--- src/design/u2g_pkg.sv ---
`timescale 1ns / 1ps
// ----------------------------------------------------------------------------
// u2g_pkg
// Types, constants and lookup tables of the UTF-8 to GSM 7-bit mapper.
// ----------------------------------------------------------------------------
package u2g_pkg;

  localparam logic [6:0] EscSeptet = 7'h1B;
  localparam logic [6:0] ReplReset = 7'h3F;

  localparam logic [7:0] AsciiMax = 8'd127;
  localparam logic [7:0] Lead2Lo  = 8'd194;
  localparam logic [7:0] Lead2Hi  = 8'd223;
  localparam logic [7:0] Lead3Lo  = 8'd224;
  localparam logic [7:0] Lead3Hi  = 8'd239;
  localparam logic [7:0] Lead4Lo  = 8'd240;
  localparam logic [7:0] Lead4Hi  = 8'd244;

  localparam int unsigned ExtCount = 10;
  localparam int unsigned DefCount = 128;

  typedef struct packed {
    logic [7:0] byte_in;
    logic       last_in;
  } in_t;

  typedef struct packed {
    logic [6:0] septet;
    logic       last_out;
  } out_t;

  typedef struct packed {
    logic [31:0] key;
    logic        last;
  } key_item_t;

  typedef struct packed {
    logic       esc;
    logic [6:0] code;
  } map_t;

  localparam logic [23:0] ExtKeys [ExtCount] = '{
    24'h00000c, 24'h00005e, 24'h00007b, 24'h00007d, 24'h00005c,
    24'h00005b, 24'h00007e, 24'h00005d, 24'h00007c, 24'he282ac
  };

  localparam logic [6:0] ExtCodes [ExtCount] = '{
    7'h0a, 7'h14, 7'h28, 7'h29, 7'h2f, 7'h3c, 7'h3d, 7'h3e, 7'h40, 7'h65
  };

  localparam logic [23:0] DefKeys [DefCount] = '{
    24'h0040, 24'hc2a3, 24'h0024, 24'hc2a5, 24'hc3a8, 24'hc3a9, 24'hc3b9, 24'hc3ac,
    24'hc3b2, 24'hc387, 24'h000a, 24'hc398, 24'hc3b8, 24'h000d, 24'hc385, 24'hc3a5,
    24'hce94, 24'h005f, 24'hcea6, 24'hce93, 24'hce9b, 24'hcea9, 24'hcea0, 24'hcea8,
    24'hcea3, 24'hce98, 24'hce9e, 24'h00a0, 24'hc386, 24'hc3a6, 24'hc39f, 24'hc389,
    24'h0020, 24'h0021, 24'h0022, 24'h0023, 24'hc2a4, 24'h0025, 24'h0026, 24'h0027,
    24'h0028, 24'h0029, 24'h002a, 24'h002b, 24'h002c, 24'h002d, 24'h002e, 24'h002f,
    24'h0030, 24'h0031, 24'h0032, 24'h0033, 24'h0034, 24'h0035, 24'h0036, 24'h0037,
    24'h0038, 24'h0039, 24'h003a, 24'h003b, 24'h003c, 24'h003d, 24'h003e, 24'h003f,
    24'hc2a1, 24'h0041, 24'h0042, 24'h0043, 24'h0044, 24'h0045, 24'h0046, 24'h0047,
    24'h0048, 24'h0049, 24'h004a, 24'h004b, 24'h004c, 24'h004d, 24'h004e, 24'h004f,
    24'h0050, 24'h0051, 24'h0052, 24'h0053, 24'h0054, 24'h0055, 24'h0056, 24'h0057,
    24'h0058, 24'h0059, 24'h005a, 24'hc384, 24'hc396, 24'hc391, 24'hc39c, 24'hc2a7,
    24'hc2bf, 24'h0061, 24'h0062, 24'h0063, 24'h0064, 24'h0065, 24'h0066, 24'h0067,
    24'h0068, 24'h0069, 24'h006a, 24'h006b, 24'h006c, 24'h006d, 24'h006e, 24'h006f,
    24'h0070, 24'h0071, 24'h0072, 24'h0073, 24'h0074, 24'h0075, 24'h0076, 24'h0077,
    24'h0078, 24'h0079, 24'h007a, 24'hc3a4, 24'hc3b6, 24'hc3b1, 24'hc3bc, 24'hc3a0
  };

  // Extension table wins; the escape slot of the default table never matches.
  function automatic map_t lookup(input logic [31:0] key, input logic [6:0] repl);
    map_t m;
    m.esc  = 1'b0;
    m.code = repl;
    for (int i = 0; i < DefCount; i++) begin
      if (i != int'(EscSeptet) && key == {8'h00, DefKeys[i]}) begin
        m.code = 7'(i);
      end
    end
    for (int i = 0; i < ExtCount; i++) begin
      if (key == {8'h00, ExtKeys[i]}) begin
        m.esc  = 1'b1;
        m.code = ExtCodes[i];
      end
    end
    return m;
  endfunction

endpackage

--- src/design/u2g_fifo.sv ---
`timescale 1ns / 1ps
// ----------------------------------------------------------------------------
// u2g_fifo
// Small synchronous queue with push/full and pop/empty handshakes.
// ----------------------------------------------------------------------------
module u2g_fifo #(
  parameter int unsigned Width = 8,
  parameter int unsigned Depth = 2
) (
  input  logic             clk_i,
  input  logic             rst_ni,
  input  logic             push_i,
  input  logic [Width-1:0] wdata_i,
  output logic             full_o,
  input  logic             pop_i,
  output logic [Width-1:0] rdata_o,
  output logic             empty_o
);

  localparam int unsigned PtrW = (Depth > 1) ? $clog2(Depth) : 1;
  localparam int unsigned CntW = $clog2(Depth + 1);

  logic [Width-1:0] mem_q [Depth];
  logic [PtrW-1:0]  wr_ptr_q, wr_ptr_d, rd_ptr_q, rd_ptr_d;
  logic [CntW-1:0]  cnt_q, cnt_d;
  logic             do_push, do_pop;

  assign full_o  = (cnt_q == CntW'(Depth));
  assign empty_o = (cnt_q == '0);
  assign do_push = push_i && !full_o;
  assign do_pop  = pop_i && !empty_o;
  assign rdata_o = mem_q[rd_ptr_q];

  always_comb begin
    wr_ptr_d = wr_ptr_q;
    rd_ptr_d = rd_ptr_q;
    cnt_d    = cnt_q;
    if (do_push) begin
      wr_ptr_d = (wr_ptr_q == PtrW'(Depth - 1)) ? '0 : wr_ptr_q + 1'b1;
    end
    if (do_pop) begin
      rd_ptr_d = (rd_ptr_q == PtrW'(Depth - 1)) ? '0 : rd_ptr_q + 1'b1;
    end
    if (do_push && !do_pop) begin
      cnt_d = cnt_q + 1'b1;
    end else if (do_pop && !do_push) begin
      cnt_d = cnt_q - 1'b1;
    end
  end

  always_ff @(posedge clk_i or negedge rst_ni) begin
    if (!rst_ni) begin
      wr_ptr_q <= '0;
      rd_ptr_q <= '0;
      cnt_q    <= '0;
    end else begin
      wr_ptr_q <= wr_ptr_d;
      rd_ptr_q <= rd_ptr_d;
      cnt_q    <= cnt_d;
    end
  end

  always_ff @(posedge clk_i) begin
    if (do_push) begin
      mem_q[wr_ptr_q] <= wdata_i;
    end
  end

endmodule

--- src/design/u2g_front.sv ---
`timescale 1ns / 1ps
// ----------------------------------------------------------------------------
// u2g_front
// Gathers UTF-8 bytes into raw sequence keys, one byte per beat.
// ----------------------------------------------------------------------------
module u2g_front
  import u2g_pkg::*;
(
  input  logic      clk_i,
  input  logic      rst_ni,
  input  logic      accept_i,
  input  in_t       item_i,
  output logic      push_o,
  output key_item_t key_o
);

  logic [23:0] gath_q, gath_d;
  logic [1:0]  need_q, need_d;
  logic [1:0]  lead_need, rem;
  logic [31:0] cat;
  logic [7:0]  b;

  assign b   = item_i.byte_in;
  assign cat = {gath_q, b};
  assign rem = need_q - 2'd1;

  always_comb begin
    if (b inside {[Lead2Lo:Lead2Hi]}) begin
      lead_need = 2'd1;
    end else if (b inside {[Lead3Lo:Lead3Hi]}) begin
      lead_need = 2'd2;
    end else if (b inside {[Lead4Lo:Lead4Hi]}) begin
      lead_need = 2'd3;
    end else begin
      lead_need = 2'd0; // ASCII or bad lead: keyed as the byte itself
    end
  end

  always_comb begin
    gath_d      = gath_q;
    need_d      = need_q;
    push_o      = 1'b0;
    key_o.key   = {24'h0, b};
    key_o.last  = item_i.last_in;
    if (accept_i) begin
      if (need_q == 2'd0) begin
        if (lead_need == 2'd0) begin
          push_o = 1'b1;
        end else if (item_i.last_in) begin
          push_o    = 1'b1;
          key_o.key = {24'h0, b} << {lead_need, 3'b000};
        end else begin
          gath_d = {16'h0, b};
          need_d = lead_need;
        end
      end else if (rem == 2'd0 || item_i.last_in) begin
        push_o    = 1'b1;
        key_o.key = cat << {rem, 3'b000};
        gath_d    = '0;
        need_d    = 2'd0;
      end else begin
        gath_d = cat[23:0];
        need_d = rem;
      end
    end
  end

  always_ff @(posedge clk_i or negedge rst_ni) begin
    if (!rst_ni) begin
      gath_q <= '0;
      need_q <= '0;
    end else begin
      gath_q <= gath_d;
      need_q <= need_d;
    end
  end

endmodule

--- src/design/u2g_back.sv ---
`timescale 1ns / 1ps
// ----------------------------------------------------------------------------
// u2g_back
// Looks up queued keys and emits one or two septets per key.
// ----------------------------------------------------------------------------
module u2g_back
  import u2g_pkg::*;
(
  input  logic       clk_i,
  input  logic       rst_ni,
  input  logic       q_empty_i,
  input  key_item_t  q_data_i,
  output logic       q_pop_o,
  input  logic [6:0] repl_i,
  input  logic       o_full_i,
  output logic       o_push_o,
  output out_t       o_data_o
);

  map_t       m;
  logic       valid_q, esc_q, last_q;
  logic [6:0] code_q;
  logic       emit, done, load;

  assign m        = lookup(q_data_i.key, repl_i);
  assign emit     = valid_q && !o_full_i;
  assign done     = emit && !esc_q;
  assign load     = !q_empty_i && (!valid_q || done);
  assign q_pop_o  = load;
  assign o_push_o = emit;

  assign o_data_o.septet   = esc_q ? EscSeptet : code_q;
  assign o_data_o.last_out = esc_q ? 1'b0 : last_q;

  always_ff @(posedge clk_i or negedge rst_ni) begin
    if (!rst_ni) begin
      valid_q <= 1'b0;
      esc_q   <= 1'b0;
    end else if (load) begin
      valid_q <= 1'b1;
      esc_q   <= m.esc;
    end else if (done) begin
      valid_q <= 1'b0;
    end else if (emit) begin
      esc_q   <= 1'b0; // escape prefix sent, code follows
    end
  end

  always_ff @(posedge clk_i) begin
    if (load) begin
      code_q <= m.code;
      last_q <= q_data_i.last;
    end
  end

endmodule

--- src/design/utf8_to_gsm7_alphabet_mapper.sv ---
`timescale 1ns / 1ps
// ----------------------------------------------------------------------------
// utf8_to_gsm7_alphabet_mapper
// UTF-8 byte stream to GSM 7-bit default alphabet septets.
// Throughput: one byte per cycle while the key queue is not full; an escape pair gives two septets.
// Path: a completed key is queued, latched by the lookup stage, then queued for output.
// Reset: clears the gather state and queues, replacement code returns to 63.
// ----------------------------------------------------------------------------
module utf8_to_gsm7_alphabet_mapper
  import u2g_pkg::*;
#(
  parameter int unsigned QueueDepth = 2,
  parameter int unsigned OutDepth   = 2
) (
  input  logic       clk_i,
  input  logic       rst_ni,
  input  logic       push,
  output logic       full,
  input  in_t        item_i,
  output logic       empty,
  input  logic       pop,
  output out_t       result_o,
  input  logic       cfg_valid_i,
  output logic       cfg_ready_o,
  input  logic [6:0] cfg_data_i
);

  logic [6:0] repl_code_q;
  logic       f_push, q_full, q_empty, q_pop, o_push, o_full;
  key_item_t  f_key, q_key;
  out_t       o_data;
  logic       accept;

  assign cfg_ready_o = 1'b1;
  assign accept      = push && !q_full;
  assign full        = q_full;

  always_ff @(posedge clk_i or negedge rst_ni) begin
    if (!rst_ni) begin
      repl_code_q <= ReplReset;
    end else if (cfg_valid_i) begin
      repl_code_q <= cfg_data_i;
    end
  end

  u2g_front u_front (
    .clk_i    (clk_i),
    .rst_ni   (rst_ni),
    .accept_i (accept),
    .item_i   (item_i),
    .push_o   (f_push),
    .key_o    (f_key)
  );

  u2g_fifo #(
    .Width ($bits(key_item_t)),
    .Depth (QueueDepth)
  ) u_key_q (
    .clk_i   (clk_i),
    .rst_ni  (rst_ni),
    .push_i  (f_push),
    .wdata_i (f_key),
    .full_o  (q_full),
    .pop_i   (q_pop),
    .rdata_o (q_key),
    .empty_o (q_empty)
  );

  u2g_back u_back (
    .clk_i     (clk_i),
    .rst_ni    (rst_ni),
    .q_empty_i (q_empty),
    .q_data_i  (q_key),
    .q_pop_o   (q_pop),
    .repl_i    (repl_code_q),
    .o_full_i  (o_full),
    .o_push_o  (o_push),
    .o_data_o  (o_data)
  );

  u2g_fifo #(
    .Width ($bits(out_t)),
    .Depth (OutDepth)
  ) u_out_q (
    .clk_i   (clk_i),
    .rst_ni  (rst_ni),
    .push_i  (o_push),
    .wdata_i (o_data),
    .full_o  (o_full),
    .pop_i   (pop),
    .rdata_o (result_o),
    .empty_o (empty)
  );

endmodule

--- config.mk ---
export PLATFORM = sky130hd
export DESIGN_NAME = utf8_to_gsm7_alphabet_mapper
export DESIGN_NICKNAME = d
export VERILOG_FILES = /design/src/design/u2g_pkg.sv /design/src/design/u2g_fifo.sv /design/src/design/u2g_front.sv /design/src/design/u2g_back.sv /design/src/design/utf8_to_gsm7_alphabet_mapper.sv
export SDC_FILE = /design/constraint.sdc
export NUM_CORES = 1
export LEC_CHECK = 0
export BUFFER_PORTS_ARGS = -buffer_cell sky130_fd_sc_hd__buf_2
export CORE_MARGIN = 1.5
export CORE_UTILIZATION = 61
export CTS_CLUSTER_DIAMETER = 40
export DETAILED_ROUTE_END_ITERATION = 6
export PLACE_DENSITY_LB_ADDON = 0.2
export SETUP_SLACK_MARGIN = 0.2
export SYNTH_ARGS = -nofsm -noshare
export SYNTH_HDL_FRONTEND = slang
export SYNTH_SLANG_ARGS = --single-unit
--- constraint.sdc ---
create_clock -name clk_i -period 7.99 [get_ports clk_i]
set_clock_uncertainty 0.1 [all_clocks]
set_input_delay 0.3995 -clock clk_i [delete_from_list [all_inputs] [get_ports clk_i]]
set_output_delay 0.3995 -clock clk_i [all_outputs]
set_load 0.01 [all_outputs]
# Word level (Yosys, flattened, before mapping)
# Memory sizes are Yosys's and may differ from the RTL's.
# Cells that the tools add are included.
[op_classes]
n_addsub = 9
order_cmp = 6
eq_ne = 142
shift = 2
mux = 177
n_reduce_logical = 39
[op_table]
columns = ["operator", "count"]
rows = [
  ["$eq A32 B7 Y1 const B", 62],
  ["$eq A32 B16 Y1 const B", 39],
  ["$eq A32 B6 Y1 const B", 32],
  ["$mux W7", 128],
  ["$mux W32", 5],
  ["$eq A32 B4 Y1 const B", 3],
  ["$mux W24", 4],
  ["$mux W8", 10],
  ["$eq A32 B24 Y1 const B", 1],
  ["$shl A32 B5 Y32", 1],
  ["$shl A8 B5 Y32", 1],
  ["$ge A8 B8 Y1 const B", 3],
  ["$le A8 B8 Y1 const B", 3],
  ["$mux W2", 11],
  ["$mux W1", 19],
  ["$logic_and A1 B1 Y1", 15],
  ["$logic_not A1 Y1", 10],
  ["$logic_not A2 Y1", 5],
  ["$reduce_bool A2 Y1", 4],
  ["$ne A2 B2 Y1 const B", 3],
  ["$sub A2 B1 Y2 const B", 3],
  ["$add A1 B1 Y1 const B", 4],
  ["$add A2 B1 Y2 const B", 2],
  ["$eq A2 B2 Y1 const B", 2],
  ["4 further kinds", 5],
]
[totals]
regBits = 51
ramBits = 82
in_bits = 21
output_inout_bits = 11
wordCells = 391
mem_count = 2
[memory_table]
columns = ["memory", "depth", "width", "rd", "rd_clocked_by_memory_dff", "wr", "line_no", "rtl"]
rows = [
  ["u_key_q.mem_q", 2, 33, 1, 0, 1, "u2g_fifo.sv:23", "logic [Width-1:0] mem_q [Depth];"],
  ["u_out_q.mem_q", 2, 8, 1, 0, 1, "u2g_fifo.sv:23", ""],
]

# Depth between registers and ports, before layout
# Gate-level depths: netlist of run 1.
# An unclocked memory read counts as a cell.
[logic_depth]
depth_word = 140
depth_mapped = 16
mapped_depth_nobuf = 11

# Modules after synthesis
# A second synthesis of run 1 with hierarchy kept.
[unflattened]
hier_cells = 877
area_unflattened_um2 = 8942.3
[by_module_without_submodules]
columns = ["module", "n_inst", "cells_per_inst", "area_per_inst_um2"]
rows = [
  ["u2g_back", 1, 483, 3146.8],
  ["u2g_fifo (u_key_q)", 1, 122, 2730.1],
  ["u2g_front", 1, 210, 1966.9],
  ["u2g_fifo (u_out_q)", 1, 44, 782.0],
  ["utf8_to_gsm7_alphabet_mapper", 1, 18, 316.6],
]

# Worst setup path after synthesis of run 1
# No wires, ideal clock.
[synth_path]
path_type = "register to register"
startpoint = "register u_front.need_q[0]"
endpoint = "memory u_key_q.mem_q[0][0] in the netlist's numbering (enable)"
setup_ns = 0.464
t_arrival_ns = 3.833
path_slack_ns = 3.593
stages_incl_launch_ff = 9
period_less_slack_ns = 4.397
path_cell_list = "dfrtp_1 clkbuf_1 inv_2 clkbuf_1 ha_1 clkbuf_1 nor2b_1 a211oi_1 nor3_1"
[synth_via]
elab_chain_len = 9
[synth_lines]
columns = ["item", "line_no", "rtl"]
rows = [
  ["from (decl)", "u2g_front.sv:18", "logic [1:0] need_q, need_d;"],
  ["from (signal assigned)", "u2g_front.sv:74", "need_q <= need_d;"],
  ["$sub A2 B1 Y2", "u2g_front.sv:25", "assign rem = need_q - 2'd1;"],
  ["$logic_not A2 Y1", "u2g_front.sv:56", "end else if (rem == 2'd0 || item_i.last_in) begin"],
  ["$logic_or A1 B1 Y1", "u2g_front.sv:56", ""],
  ["$mux W1", "u2g_front.sv:56", ""],
  ["$mux W1 *", "u2g_front.sv:46", "if (need_q == 2'd0) begin"],
  ["$mux W1 *", "u2g_front.sv:45", "if (accept_i) begin"],
  ["$logic_and A1 B1 Y1 *", "u2g_fifo.sv:30", "assign do_push = push_i && !full_o;"],
  ["$mux W1 *", "u2g_fifo.sv:64", "if (do_push) begin"],
  ["$mux W1 (not written as such) *", "u2g_fifo.sv:65", "mem_q[wr_ptr_q] <= wdata_i;"],
  ["to (decl)", "u2g_fifo.sv:23", ""],
]
# Mark *: on every way between the ends. The rest lies on a longest branch, timed or not.

# Final worst setup path of run 1
[layout_path]
startpoint = "register u_key_q.rd_ptr_q"
endpoint = "register u_back.code_q[0] (data pin)"
[layout_via]
elab_chain_len = 138
[layout_lines]
columns = ["item", "line_no", "rtl"]
rows = [
  ["from (decl)", "u2g_fifo.sv:24", "logic [PtrW-1:0] wr_ptr_q, wr_ptr_d, rd_ptr_q, rd_ptr_d;"],
  ["from (signal assigned)", "u2g_fifo.sv:58", "rd_ptr_q <= rd_ptr_d;"],
  ["$mem_v2 Z2 W33 *", "--", ""],
  ["$eq A32 B7 Y1", "u2g_pkg.sv:76", "if (i != int'(EscSeptet) && key == {8'h00, DefKeys[i]}) begin"],
  ["$mux W7 (127 in a row)", "u2g_pkg.sv:76", ""],
  ["$mux W8 (9 in a row)", "u2g_pkg.sv:81", "if (key == {8'h00, ExtKeys[i]}) begin"],
  ["to (signal assigned)", "u2g_back.sv:51", "code_q <= m.code;"],
  ["to (decl)", "u2g_back.sv:22", "logic [6:0] code_q;"],
]
# Marked as above.
# A chain may end at the register's enable or synchronous reset.

==> flow_summary.toml, run 1 <==
[outcome]
status = "finished, violations left"
violations = "design-rule violations"

[global_routing]
overflow = 0
grt_pass1_vias = 8534
grt_max_degree = 65
track_usage_pct = 46.27
grt_antenna_before_repair = 0
grt_pass1_wl_um = 50550

[layout]
utilization_pct = 68.47
num_antenna_cells = 0
seq_area_um2 = 3787
fillCellCount = 980
syn_to_final_growth_pct = 10.03
final_common_cell = "nand2_1"
fin_nets = 961
layout_common_cells = "nand2_1 (125), edfxtp_1 (90), nor2_1 (76), a21oi_1 (57), o21ai_0 (54)"
multi_input_area_um2 = 4597
drive_gt1_share_pct = 13.49

[cts]
hold_buffers = 0
cts_resized = 0
cts_buffers = 17
root_buffer = "clkbuf_16"
clkSlewWorstSetupHoldPaths_ns = 0.07
worstSkewPairLatency_ns = 0.44
clockBufferDepth = 2
cts_setup_buffers = 0
cts_tree = "yes"
htree_levels = 4
clock_sinks = 133

[synthesis]
yosysSeqAreaShare_pct = 44.00
synth_cells = 917
synthesis.area_um2 = 8605
synthArstFlopShare_pct = 32.33
synth_edf_count = 90
synth.distinct_cells = 84
yosys_warnings = 0
ys_ff_latch = 133
syn-mean-instance-area_um2 = 9.383
synth-main-ff-cell = "edfxtp_1"
syn_nets = 942

[floorplanning]
rows = 43
start_util_pct = 62.23
top_level_ports = 32
coreArea_um2 = 13830
fp.dieW_um = 121.8
die_area_um2 = 14830
die_h_um = 121.8

[place]
place_congestion = 1.173
io_buffers = 30
dp_hpwl_um = 23010

[routing]
dr.first_iter.drc_count = 1885
routed_wl_um = 33280
wire_per_inst_um = 29.48
drc = 34
detail-route-antenna-nets = 0
num_vias = 8940
dr.pass1.iters = 7
vias_per_cell = 7.919

[timing]
finalHoldViolCount = 0
rsz0062_at_grt = "no"
finalSetupViolations = 0
setup_tns_ns = 0
worstMarginPinSlew_ns = 1.205
min_period_ns = 4.443
max_freq_mhz = 225.1
relSlewSlack_pct = 19.70
finalCritPeriodShare_pct = 55.61
drv_slew = 0

[critical_path]
start_kind = "flip-flop"
crit_path_end_kind = "flip-flop"
cp_max_fo = 64
worstSetupPathType = "flip-flop to flip-flop"
reg2regPathDepth = 11
cp.required_ns = 8.18
arrival_ns = 4.63

[pwr]
power_density_nw_per_um2 = 372.3
p_leak_nw = 3.427
ir_drop_v = 0.0002793

[run]
cap_violations = 0

[hold_path]
hold_class = "input port to async pin"
synthesized netlist by cell type (8+ instances only):
cell	instances	area share, %
mux2i_1	21	2.4
nand3_1	39	2.3
nor2_1	76	3.3
nor2b_1	17	1.2
inv_1	12	0.52
and2_1	10	0.73
nor3_1	26	1.5
a21oi_1	57	3.3
clkbuf_1	24	1.0
o21ai_0	54	3.1
o211ai_1	13	1.1
a211oi_1	9	0.79
a22o_1	24	2.4
or4_1	8	0.70
nand4_1	11	0.80
a22oi_1	18	1.6
nand3b_1	13	1.1
nor4_1	20	1.5
mux2_2	21	2.7
or2_2	8	0.58
edfxtp_1	90	31
nand2_1	125	5.5
dfrtp_1	37	11
per-layer routing:
layer  GRT usage (%)  routed length, µm
met5               0                  0
met3           15.07               4499
met2           70.79              14540
met1           56.16              11490
met4           30.07               2746
critical path, stage by stage (launching register included):
cell and delay, ns:
dfrtp_2 0.48, buf_4 0.52, or4bb_1 0.53, a21oi_1 0.49, o2111ai_1 0.50, nor2_1 0.38, o21ai_0 0.12, o211ai_1 0.22
or4b_1 0.20, a21oi_1 0.08, or4_4 0.52, a2bb2oi_2 0.14
kinds of logic after synthesis:
family,Yosys count,synth area share [%]
compound gates,272,22.48
xor+xnor,10,1.018
fa+ha+maj,4,0.5817
buf+inv,52,2.632
flops,133,44.00
mux,42,5.191
other cells,1,0.04358
simple gates,403,24.05
metrics by stage:
step | setup WS [ns] | power, mW | instance area (µm²) | instances | hold WS (ns)
2_1_floorplan | 3.593 | 2.168 | 8605 | 917 | 0.003909
3_3_place_gp | 3.826 | 2.543 | 8876 | 1097 | 0.3761
3_5_place_dp | 3.807 | 2.608 | 8876 | 1097 | 0.3818
4_1_cts | 3.809 | 3.435 | 9468 | 1129 | 0.08382
5_1_grt | 3.386 | 3.638 | 9468 | 1129 | 0.1104
6_report | 3.547 | 3.525 | 9468 | 1129 | 0.08110
path summary, 6_finish.rpt:
path,startpoint,endpoint,slack (ns)
worst max-delay path,u_key_q.rd_ptr_q$_DFFE_PN0P_,u_back.code_q[0]$_SDFFCE_PN1P_,3.55
worst min register to register,u_out_q.wr_ptr_q$_DFFE_PN0P_,u_out_q.wr_ptr_q$_DFFE_PN0P_,0.40
min in group clk_i,cfg_data_i[4],repl_code_q[4]$_DFFE_PN1P_,0.08
max in group asynchronous,rst_ni,u_key_q.rd_ptr_q$_DFFE_PN0P_,6.94
worst min-delay path,rst_ni,u_out_q.rd_ptr_q$_DFFE_PN0P_,0.08
worst max register to register,u_key_q.rd_ptr_q$_DFFE_PN0P_,u_back.code_q[0]$_SDFFCE_PN1P_,3.55
final cells by class:
type,count,share of cell area [%]
multi-input combinational,732,48.55
sequential,133,40.00
clock inverter,15,1.758
tap,180,2.379
clock buffer,17,4.493
inverter,13,0.5154
timing repair buffer,39,2.299
registers in the layout, indices dropped and copies added, names as in the netlist, 2 cells and up:
name,flops
u_key_q.mem_q,66
u_front.gath_q,24
u_out_q.mem_q,16
repl_code_q,7
u_back.code_q,7
u_front.need_q,2
u_key_q.cnt_q,2
u_out_q.cnt_q,2
where the power goes:
group / leakage [nW] / internal [mW] / switching (mW)
sequential: 1.39 / 1.04 / 0.195
clock: 0.277 / 0.467 / 0.339
combinational: 1.76 / 0.465 / 1.02
total: 3.43 / 1.97 / 1.55
Power figures use the tool's default switching activity.
==> run 2: changes to the inputs <==
- CORE_UTILIZATION: 61 -> 57
- clock period: 7.99 -> 3.8 ns (I/O delays scaled with it)
==> flow_summary.toml, run 2 (synthesis results as in run 1) <==
[cts]
root_buffer = "clkbuf_16"
worstSkewPairLatency_ns = 0.44
clock_sinks = 133
htree_levels = 4
cts_tree = "yes"
clockBufferDepth = 2
cts_buffers = 17
clkSlewWorstSetupHoldPaths_ns = 0.06

[timing]
max_freq_mhz = 270.0
finalSetupViolations = 0
min_period_ns = 3.704
finalHoldViolCount = 0
finalCritPeriodShare_pct = 97.47
drv_slew = 0
rsz0062_at_grt = "yes"
relSlewSlack_pct = 0.9246
setup_tns_ns = 0
worstMarginPinSlew_ns = 1.471

[layout]
final_common_cell = "buf_4"
multi_input_area_um2 = 4756
drive_gt1_share_pct = 26.34
syn_to_final_growth_pct = 25.85
largest_reg_flops = 66
seq_area_um2 = 3790
top_register = "u_key_q.mem_q"
fillCellCount = 971
fin_nets = 1113
layout_common_cells = "buf_4 (140), nand2_1 (123), edfxtp_1 (90), nor2_1 (74)"
reg.largest.list = "u_key_q.mem_q: 66 flops, u_front.gath_q: 24 flops, u_out_q.mem_q: 16 flops"
num_antenna_cells = 0
final_cells = 1285

[routing]
dr.first_iter.drc_count = 1876
drc = 43
vias_per_cell = 7.577
num_vias = 9737
routed_wl_um = 38190
wire_per_inst_um = 29.72
detail-route-antenna-nets = 0
dr.pass1.iters = 7

[critical_path]
crit_path_end_kind = "flip-flop"
cp_common_cell = "buf_4"
cp.required_ns = 3.99
cp_max_fo = 13
arrival_ns = 3.90
worst-path-buf-inv = 3
worstSetupPathType = "flip-flop to flip-flop"
path_depth = 12
slowest_delay_ns = 0.54
cp_slowest_cell = "dfrtp_4"
reg2regPathDepth = 12
start_kind = "flip-flop"
critPathTopFamily = "compound AO/OA/AOI/OAI gates"
cp_cell_sequence = "buf_4 > mux2_2 > o21ai_1 > a2111oi_4 > buf_4 > buf_4 > a22oi_1 > o211ai_1 > nor4_1 > a21oi_1 > or4_4 > a2bb2oi_2"

[global_routing]
track_usage_pct = 48.89
use_met1_pct = 58.46
grt_antenna_before_repair = 0
grt_pass1_vias = 9408
use_met3_pct = 15.12
grt_max_degree = 44
grtUsageMet2_pct = 73.79
overflow = 0
grt_pass1_wl_um = 57330
busiest_layer = "met2"

[place]
dp_hpwl_um = 26100
place_inst = 1224
place_congestion = 1.042
io_buffers = 30

[floorplanning]
top_level_ports = 32
coreArea_um2 = 14640
fp.dieW_um = 125.9
rows = 44
die_h_um = 125.9
die_area_um2 = 15840
start_util_pct = 58.76

[pwr]
p_leak_nw = 4.215
power_density_nw_per_um2 = 735.3
ir_drop_v = 0.0006405
power_mw = 7.963

[outcome]
violations = "design-rule violations, max-capacitance violations"
status = "finished, violations left"

[run]
cap_violations = 1

[hold_path]
min_path_cells = 1
hold_class = "input port to flip-flop"
run 2: cell type report:
class,count,area share [%]
Sequential cell,133,35.00
Tap cell,184,2.126
Clock inverter,12,0.7857
Multi-Input combinational cell,732,43.92
Timing Repair Buffer,191,13.21
Inverter,13,0.4506
Clock buffer,20,4.518
run 2: metal layers:
layer	routed length, µm	part of all wire (%)	up-vias
met5	0	0	-
met4	3883	10	0
met3	4979	13	352
met2	16360	43	1003
met1	12970	34	4466
li1	-	-	3916
run 2: worst paths after layout:
| kind | from | end | slack [ns] |
|---|---|---|---|
| worst max register to register | u_key_q.rd_ptr_q$_DFFE_PN0P_ | u_back.code_q[0]$_SDFFCE_PN1P_ | 0.1 |
| worst min register to register | u_front.gath_q[20]$_DFFE_PN0P_ | u_front.gath_q[20]$_DFFE_PN0P_ | 0.41 |
| max in group asynchronous | rst_ni | u_key_q.rd_ptr_q$_DFFE_PN0P_ | 2.83 |
| worst max-delay path | u_key_q.rd_ptr_q$_DFFE_PN0P_ | u_back.code_q[0]$_SDFFCE_PN1P_ | 0.1 |
| worst min-delay path | item_i[0] | u_key_q.mem_q[0][0]$_DFFE_PP_ | 0.04 |
| min in group asynchronous | rst_ni | repl_code_q[6]$_DFFE_PN0P_ | 0.29 |
run 2: power by group:
group / total (mW) / internal (mW) / switching, mW / leakage, nW
logic: 3.72 / 1.25 / 2.47 / 2.53
registers: 2.61 / 2.19 / 0.417 / 1.39
clock network: 1.64 / 0.939 / 0.699 / 0.295
total: 7.96 / 4.38 / 3.58 / 4.21
run 2: repair_timing:
item,CTS,global route
endpoints found under the setup margin,5,8
resized for setup,26,14
endpoints found under the hold margin,48,0
hold buffers,16,0
pin swaps,19,9
setup buffers,7,6
run 2: through the flow:
stage,cell area (µm²),hold slack (ns),utilization (%),setup slack (ns)
after CTS,10720,0.001089,73.20,0.1849
after detailed placement,9823,0.2052,67.08,-0.05542
after global placement,9823,0.1890,67.08,0.02156
after floorplan,8610,-0.2056,-,0.2948
final,10830,0.03838,73.95,0.09604
after global routing,10830,0.03438,73.95,0.02178
